==> config.mk <==
export PLATFORM = sky130hd
export DESIGN_NAME = job_slot_table_with_timeout
export DESIGN_NICKNAME = d
export VERILOG_FILES = /design/src/hdl/jst_pkg.sv /design/src/hdl/jst_cell.sv /design/src/hdl/job_slot_table_with_timeout.sv
export SDC_FILE = /design/constraint.sdc
export NUM_CORES = 2
export LEC_CHECK = 0
export BUFFER_PORTS_ARGS = -buffer_cell sky130_fd_sc_hd__buf_2
export CORE_MARGIN = 1.5
export CORE_UTILIZATION = 57
export CTS_CLUSTER_SIZE = 24
export DETAILED_ROUTE_END_ITERATION = 7
export PLACE_DENSITY = 0.84
export RECOVER_POWER = 25
export SETUP_SLACK_MARGIN = 0.05
export SLEW_MARGIN = 15
export SYNTH_ARGS = -nofsm -noshare
export SYNTH_HDL_FRONTEND = slang
export SYNTH_SLANG_ARGS = --single-unit
export TNS_END_PERCENT = 50
==> constraint.sdc <==
create_clock -name clock -period 8.1 [get_ports clock]
set_clock_uncertainty 0.2 [all_clocks]
set_input_delay 0.81 -clock clock [delete_from_list [all_inputs] [get_ports clock]]
set_output_delay 0.81 -clock clock [all_outputs]
set_load 0.02 [all_outputs]
==> src/hdl/jst_pkg.sv <==
// Shared types and codes for the job slot table with timeout.
// Depends on nothing; imported by jst_cell, job_slot_table_with_timeout and tb.
`timescale 1ns / 1ps

package jst_pkg;

   // Request kind, carried on req_tuser
   typedef enum logic {
      OP_INJECT = 1'b0,
      OP_FETCH  = 1'b1
   } op_type;

   // Result status, carried on rsp_tuser
   typedef enum logic [2:0] {
      ST_INJECTED = 3'd0,
      ST_FULL     = 3'd1,
      ST_FETCHED  = 3'd2,
      ST_EXPIRED  = 3'd3,
      ST_EMPTY    = 3'd4
   } status_type;

   localparam int TIME_W   = 32;
   localparam int HANDLE_W = 16;
   localparam int ADDR_W   = 32;
   localparam int SIZE_W   = 16;

   // Latched request, broadcast to every cell
   typedef struct packed {
      op_type              op;
      logic [TIME_W-1:0]   now;
      logic [HANDLE_W-1:0] handle;
      logic [ADDR_W-1:0]   addr;
      logic [SIZE_W-1:0]   size;
   } cell_req_type;

   // Result offered by one cell; all zero when the cell does not emit
   typedef struct packed {
      logic                emit;
      logic                last;
      status_type          status;
      logic [HANDLE_W-1:0] handle;
      logic [ADDR_W-1:0]   addr;
      logic [SIZE_W-1:0]   size;
   } cell_out_type;

endpackage

==> src/hdl/jst_cell.sv <==
// One job slot of the table: stored job plus the scan token it hands to its right neighbor.
// Depends on jst_pkg.
`timescale 1ns / 1ps

module jst_cell (
   input  logic                        clock,
   input  logic                        reset,
   input  logic                        adv,        // scan may step this cycle
   input  logic                        shift_en,   // token register loads
   input  logic                        token_in,   // token from left neighbor
   input  jst_pkg::cell_req_type       req,
   input  logic [jst_pkg::TIME_W-1:0]  timeout,
   output logic                        token_out,  // token handed to right neighbor
   output logic                        token_here,
   output jst_pkg::cell_out_type       result
);
   import jst_pkg::*;

   logic                token_ff;
   logic                used_ff;
   logic [HANDLE_W-1:0] handle_ff;
   logic [ADDR_W-1:0]   addr_ff;
   logic [SIZE_W-1:0]   size_ff;
   logic [TIME_W-1:0]   start_ff;

   logic [TIME_W:0]     deadline;
   logic                expired;
   logic                hit;

   // timeout test on a 33-bit sum, strict compare
   assign deadline = {1'b0, start_ff} + {1'b0, timeout};
   assign expired  = {1'b0, req.now} > deadline;

   // inject stops at a free slot, fetch at a used one
   assign hit = token_ff && ((req.op == OP_INJECT) ? !used_ff : used_ff);

   // token moves on past a busy slot on inject, past a free or expired slot on fetch
   assign token_out  = token_ff &&
                       ((req.op == OP_INJECT) ? used_ff : (!used_ff || expired));
   assign token_here = token_ff;

   // result offered by this slot
   always_comb begin
      result = '0;
      if (hit) begin
         result.emit = 1'b1;
         if (req.op == OP_INJECT) begin
            result.status = ST_INJECTED;
            result.last   = 1'b1;
         end else if (expired) begin
            result.status = ST_EXPIRED;
            result.handle = handle_ff;
         end else begin
            result.status = ST_FETCHED;
            result.last   = 1'b1;
            result.handle = handle_ff;
            result.addr   = addr_ff;
            result.size   = size_ff;
         end
      end
   end

   // token and used mark
   always_ff @(posedge clock) begin
      if (reset) begin
         token_ff <= 1'b0;
         used_ff  <= 1'b0;
      end else begin
         if (shift_en) begin
            token_ff <= token_in;
         end
         if (adv && hit) begin
            used_ff <= (req.op == OP_INJECT);
         end
      end
   end

   // job payload, written on inject
   always_ff @(posedge clock) begin
      if (adv && hit && (req.op == OP_INJECT)) begin
         handle_ff <= req.handle;
         addr_ff   <= req.addr;
         size_ff   <= req.size;
         start_ff  <= req.now;
      end
   end

endmodule

==> src/hdl/job_slot_table_with_timeout.sv <==
// Top level of the job slot table: request latch, row of jst_cell slots, result register.
// Depends on jst_pkg and jst_cell.
// Scan: token enters slot 0 at the accepting edge, moves one slot per cycle while not stalled;
// a slot's result is registered, full or empty comes from the tail stage past the last slot.
// Expired results ride along the scan; a held result with rsp_tready low stalls it.
// Throughput: one request at a time, next taken after the final result. Reset frees all.
`timescale 1ns / 1ps

module job_slot_table_with_timeout #(
   parameter int SLOTS = 16
) (
   input  logic         clock,
   input  logic         reset,
   // request channel
   input  logic         req_tvalid,
   output logic         req_tready,
   input  logic [95:0]  req_tdata,   // current_time[31:0], job_handle[47:32],
                                     // buf_addr[79:48], buffer_size[95:80]
   input  logic [0:0]   req_tuser,   // req_type[0]
   // result channel
   output logic         rsp_tvalid,
   input  logic         rsp_tready,
   output logic [63:0]  rsp_tdata,   // out_handle[15:0], out_addr[47:16], out_size[63:48]
   output logic [2:0]   rsp_tuser,   // status[2:0]
   output logic         rsp_tlast,
   // configuration
   input  logic         csr_wr_en,
   input  logic [31:0]  csr_wr_data  // timeout_limit
);
   import jst_pkg::*;

   localparam logic [TIME_W-1:0] TIMEOUT_RESET = 32'd30;

   logic                busy_ff, busy_in;
   cell_req_type        req_ff;
   logic [TIME_W-1:0]   timeout_ff;

   logic                rsp_valid_ff;
   cell_out_type        rsp_ff;
   logic                tail_ff;

   logic                start;
   logic                adv;
   logic                shift_en;
   logic [SLOTS-1:0]    token_pass;
   logic [SLOTS-1:0]    token_vec;
   logic [SLOTS-1:0]    emit_vec;
   cell_out_type        cell_res [SLOTS];
   cell_out_type        hit;

   assign start      = req_tvalid && req_tready;
   assign adv        = busy_ff && (!rsp_valid_ff || rsp_tready);
   assign shift_en   = adv || start;
   assign req_tready = !busy_ff;

   // request latch
   always_ff @(posedge clock) begin
      if (start) begin
         req_ff.op     <= op_type'(req_tuser[0]);
         req_ff.now    <= req_tdata[31:0];
         req_ff.handle <= req_tdata[47:32];
         req_ff.addr   <= req_tdata[79:48];
         req_ff.size   <= req_tdata[95:80];
      end
   end

   // timeout register
   always_ff @(posedge clock) begin
      if (reset) begin
         timeout_ff <= TIMEOUT_RESET;
      end else if (csr_wr_en) begin
         timeout_ff <= csr_wr_data;
      end
   end

   // row of slots
   for (genvar i = 0; i < SLOTS; i++) begin : g_cell
      logic tin;
      if (i == 0) begin : g_first
         assign tin = start;
      end else begin : g_next
         assign tin = token_pass[i-1];
      end
      jst_cell u_cell (
         .clock      (clock),
         .reset      (reset),
         .adv        (adv),
         .shift_en   (shift_en),
         .token_in   (tin),
         .req        (req_ff),
         .timeout    (timeout_ff),
         .token_out  (token_pass[i]),
         .token_here (token_vec[i]),
         .result     (cell_res[i])
      );
      assign emit_vec[i] = cell_res[i].emit;
   end

   // stage past the last slot: token arriving here answers full or empty
   always_ff @(posedge clock) begin
      if (reset) begin
         tail_ff <= 1'b0;
      end else if (shift_en) begin
         tail_ff <= token_pass[SLOTS-1];
      end
   end

   // one-hot select of the emitting slot or the tail stage
   always_comb begin
      hit = '0;
      for (int i = 0; i < SLOTS; i++) begin
         hit = cell_out_type'(hit | cell_res[i]);
      end
      if (tail_ff) begin
         hit.emit   = 1'b1;
         hit.last   = 1'b1;
         hit.status = (req_ff.op == OP_INJECT) ? ST_FULL : ST_EMPTY;
      end
   end

   // busy flag next value
   always_comb begin
      busy_in = busy_ff;
      if (start) begin
         busy_in = 1'b1;
      end else if (adv && hit.emit && hit.last) begin
         busy_in = 1'b0;
      end
   end

   always_ff @(posedge clock) begin
      if (reset) begin
         busy_ff <= 1'b0;
      end else begin
         busy_ff <= busy_in;
      end
   end

   // result register
   always_ff @(posedge clock) begin
      if (reset) begin
         rsp_valid_ff <= 1'b0;
      end else if (adv && hit.emit) begin
         rsp_valid_ff <= 1'b1;
      end else if (rsp_tready) begin
         rsp_valid_ff <= 1'b0;
      end
   end

   always_ff @(posedge clock) begin
      if (adv && hit.emit) begin
         rsp_ff <= hit;
      end
   end

   assign rsp_tvalid = rsp_valid_ff;
   assign rsp_tdata  = {rsp_ff.size, rsp_ff.addr, rsp_ff.handle};
   assign rsp_tuser  = rsp_ff.status;
   assign rsp_tlast  = rsp_ff.last;

   // checks
   a_token_onehot: assert property (@(posedge clock) disable iff (reset)
      $onehot0(token_vec))
      else $error("more than one slot holds the scan token");

   a_idle_no_token: assert property (@(posedge clock) disable iff (reset)
      !busy_ff |-> ((token_vec == '0) && !tail_ff))
      else $error("scan token present while idle");

   a_single_emitter: assert property (@(posedge clock) disable iff (reset)
      $onehot0({tail_ff, emit_vec}))
      else $error("several results offered in one cycle");

   a_last_ends_scan: assert property (@(posedge clock) disable iff (reset)
      (adv && hit.emit && hit.last) |=> (!busy_ff && (token_vec == '0)))
      else $error("scan still running after final result");

   a_start_token: assert property (@(posedge clock) disable iff (reset)
      start |=> token_vec[0])
      else $error("accepted request did not place token in slot 0");

endmodule

==> run_results.csv <==
group,metric,value,unit
grt,grt_max_degree,97,
place,placed_cell_area,100300,sq um
sta,maxSlewViolCount,164,
synth,netlist_area,94980,sq um
critical_path,critPathRequiredTime,8.50,ns
synth,synth_warnings,0,
place,gp_congestion,1.053,
detailed_routing,wl,310300,um
cts,clk_pin_slew,0.07,ns
sta,tightest_slew,3.541,ns
floorplanning,fp.dieH,411.2,um
synth,synth_cells,7465,
power_and_ir_drop,p_leak,41.21,nW
synth,async_flop_share,0,%
critical_path,max_stage_delay,0.85,ns
final_layout,drive_gt1_share,9.533,%
power_and_ir_drop,combPwrFrac,12.8,%
critical_path,cp-end-kind,"register",
grt,antenna_found_initial,16,
synth,synth_ff_type,"edfxtp_1",
cts,htree_num_levels,4,
grt,track_usage,36.05,%
floorplanning,row_count,149,
final_layout,area_growth_syn_to_layout,13.21,%
critical_path,rr_worst_depth,25,
final_layout,final_cells,10370,
detailed_routing,drt_iter0_markers,8962,
detailed_routing,vias,72180,
critical_path,crit_path_start,"timeout_ff[1]",
synth,synth_nets,8639,
detailed_routing,ant_nets,0,
floorplanning,ios,204,
final_layout,nets,9195,
place,port_buffers,203,
power_and_ir_drop,ir_worst_vdd,0.3609,mV
outcome,status,"finished, violations left",
sta,rsz0062_at_grt,"false",
detailed_routing,vias_per_cell,6.963,
final_layout,fin_area,107500,sq um
job,maxCapViolCount,7,
power_and_ir_drop,switching_share,26.16,%
power_and_ir_drop,p_clk_share,40.3,%
power_and_ir_drop,power.density,203.3,nW/um^2
final_layout,layout_commonest_cell,"edfxtp_1",
critical_path,reg2reg_from,"timeout_ff[1]",
cts,cts-root-buf,"clkbuf_16",
sta,fin_crit_sh,96.20,%
cts,clockBufferDepth,3,
critical_path,crit_top_cell,"a21oi_1",
cts,cts_buffers,180,
floorplanning,die_width,411.2,um
critical_path,start_kind,"register",
detailed_routing,drc,14,
critical_path,cp_max_fo,49,
grt,grt_pass1_vias,71450,
min_path,hold_path_startpoint,"csr_wr_data[6]",
cts,clock_latency,0.88,ns
final_layout,final_cell_mix,"1701 x edfxtp_1, 1024 x ha_1, 580 x a21oi_1, 335 x o21ai_0, 306 x nor2_1",
synth,synthTopCellsByArea,"edfxtp_1 54%, ha_1 13%, a21oi_1 3.1%",
floorplanning,die_area,169100,sq um
power_and_ir_drop,power.internal,16.14,mW
sta,fmax,0.1283,GHz
critical_path,crit_type,"register to register",
synth,synth_top_area_share,53.78,%
place,dp.cells,9919,
power_and_ir_drop,pwr-share-seq,46.8,%
floorplanning,initial_utilization,57.50,%
sta,slew_headroom,-136.0,%
floorplanning,core_area,165200,sq um
min_path,hold_depth,3,
detailed_routing,wl_per_cell,29.93,um
cts,cts_tree,"built",
synth,synth-edff-count,1701,
sta,finalHoldViolCount,0,
detailed_routing,detail_route.first_pass.iterations,8,
sta,fin_crit,7.792,ns
grt,grt_pass1_wl,450800,um
synth,synth-seq-cells,1768,
grt,grt-ovfl-total,0,
synth,ys_seq_area_share,55.19,%
power_and_ir_drop,switching_power,5.720,mW
critical_path,cp_slowest_cell,"a211oi_2",
cts,cts_num_sinks,1768,
synth,synth.avg_cell_area,12.72,sq um
synth,ys_types,98,
outcome,violations,"DRC, capacitance limit, slew limit",
synth,post-synth-top-area-cell,"edfxtp_1",
min_path,hold_class,"input pin to register",
sta,setup_viol,0,
place,place_hpwl,191700,um
critical_path,crit_arrival,8.20,ns
-- kinds of logic after synthesis --
logic type               after synthesis  synth area share [%]
buffers and inverters                360                 1.500
XOR/XNOR                             439                 4.048
flip-flops                          1768                 55.19
AO/OA/AOI/OAI                       2321                 17.04
multiplexers                          33                0.3478
AND/OR/NAND/NOR                     1504                 8.048
adder cells (fa/ha/maj)             1040                 13.83
-- registers in the layout, summed over array words and instances, names as in the netlist, 3 cells and up --
register / flops
g_cell.u_cell.size_ff: 256
g_cell.u_cell.start_ff: 512
rsp_tuser: 3
g_cell.u_cell.token_here: 16
rsp_tdata: 64
g_cell.u_cell.handle_ff: 256
g_cell.u_cell.used_ff: 16
timeout_ff: 32
g_cell.u_cell.addr_ff: 512
req_ff: 97
-- area by class of cell --
class / count / area, sq um
clock buffers: 211 / 4631
repair buffers: 533 / 4000
well taps: 2189 / 2739
clock inverters: 122 / 1572
flip-flops and latches: 1768 / 52430
diodes: 6 / 15.01
multi-input cells: 5337 / 41380
inverters: 201 / 754.5
fillers: 11570 / 57650
-- power groups by stage --
stage | sequential, mW | clock (mW) | combinational, mW
floorplan | 10.4 | 0 | 1.70
global placement | 10.4 | 0 | 2.57
detailed placement | 10.4 | 0 | 2.67
CTS | 10.2 | 8.78 | 2.73
global route | 10.2 | 9.15 | 3.04
finish | 10.2 | 8.82 | 2.80
-- critical path, delay by kind of cell (launching register included) --
kind | cells | cell delay (ns)
buf+inv | 1 | 0.25
compound gates | 14 | 4.05
xor+xnor | 1 | 0.10
simple gates | 7 | 1.38
flops | 1 | 0.81
fa+ha+maj | 2 | 0.66
-- cell usage after synthesis, types with 153 or more instances --
| library cell | instances |
|---|---|
| edfxtp_1 | 1701 |
| ha_1 | 1024 |
| nand3_1 | 159 |
| a21oi_1 | 580 |
| o21ai_0 | 335 |
| xor2_1 | 244 |
| nand2_1 | 303 |
| a21o_1 | 270 |
| a22oi_1 | 153 |
| inv_1 | 201 |
| xnor2_1 | 195 |
| nor2_1 | 323 |
-- worst paths after layout --
| kind | slack [ns] | endpoint |
|---|---|---|
| worst min-delay path | 0.04 | timeout_ff[6] |
| worst min register to register | 0.30 | timeout_ff[3] |
| worst max register to register | 0.31 | rsp_tdata[26] |
| worst max-delay path | 0.31 | rsp_tdata[26] |
-- stage by stage --
step / setup WS [ns] / hold slack (ns) / setup TNS, ns / power (mW) / utilization, %
floorplan: -0.7298 / 0.2666 / -140.10 / 12.14 / -
global placement: 0.3820 / 0.2600 / 0 / 12.99 / 60.72
detailed placement: 0.4484 / 0.2775 / 0 / 13.09 / 60.72
CTS: 0.3800 / 0.004520 / 0 / 21.75 / 65.13
global route: 0.1453 / 0.01947 / 0 / 22.43 / 65.09
finish: 0.3075 / 0.04364 / 0 / 21.86 / 65.10
-- what timing repair did --
| action | 4_1_cts | 5_1_grt |
|---|---|---|
| setup endpoints to repair | 0 | 32 |
| gates resized for setup | 0 | 1 |
| hold buffers | 107 | 0 |
| buffers inserted | 0 | 0 |
| hold endpoints to repair | 107 | 0 |
-- layer usage --
metal / part of all wire, % / track usage [%] / vias up
met5: 0.022 / 0 / -
met2: 46 / 58.22 / 5162
met1: 34 / 43.36 / 34780
met4: 7.5 / 23.71 / 10
met3: 12 / 8.238 / 1278
li1: - / - / 30950
Note: power is estimated with default switching activity, not from simulation.
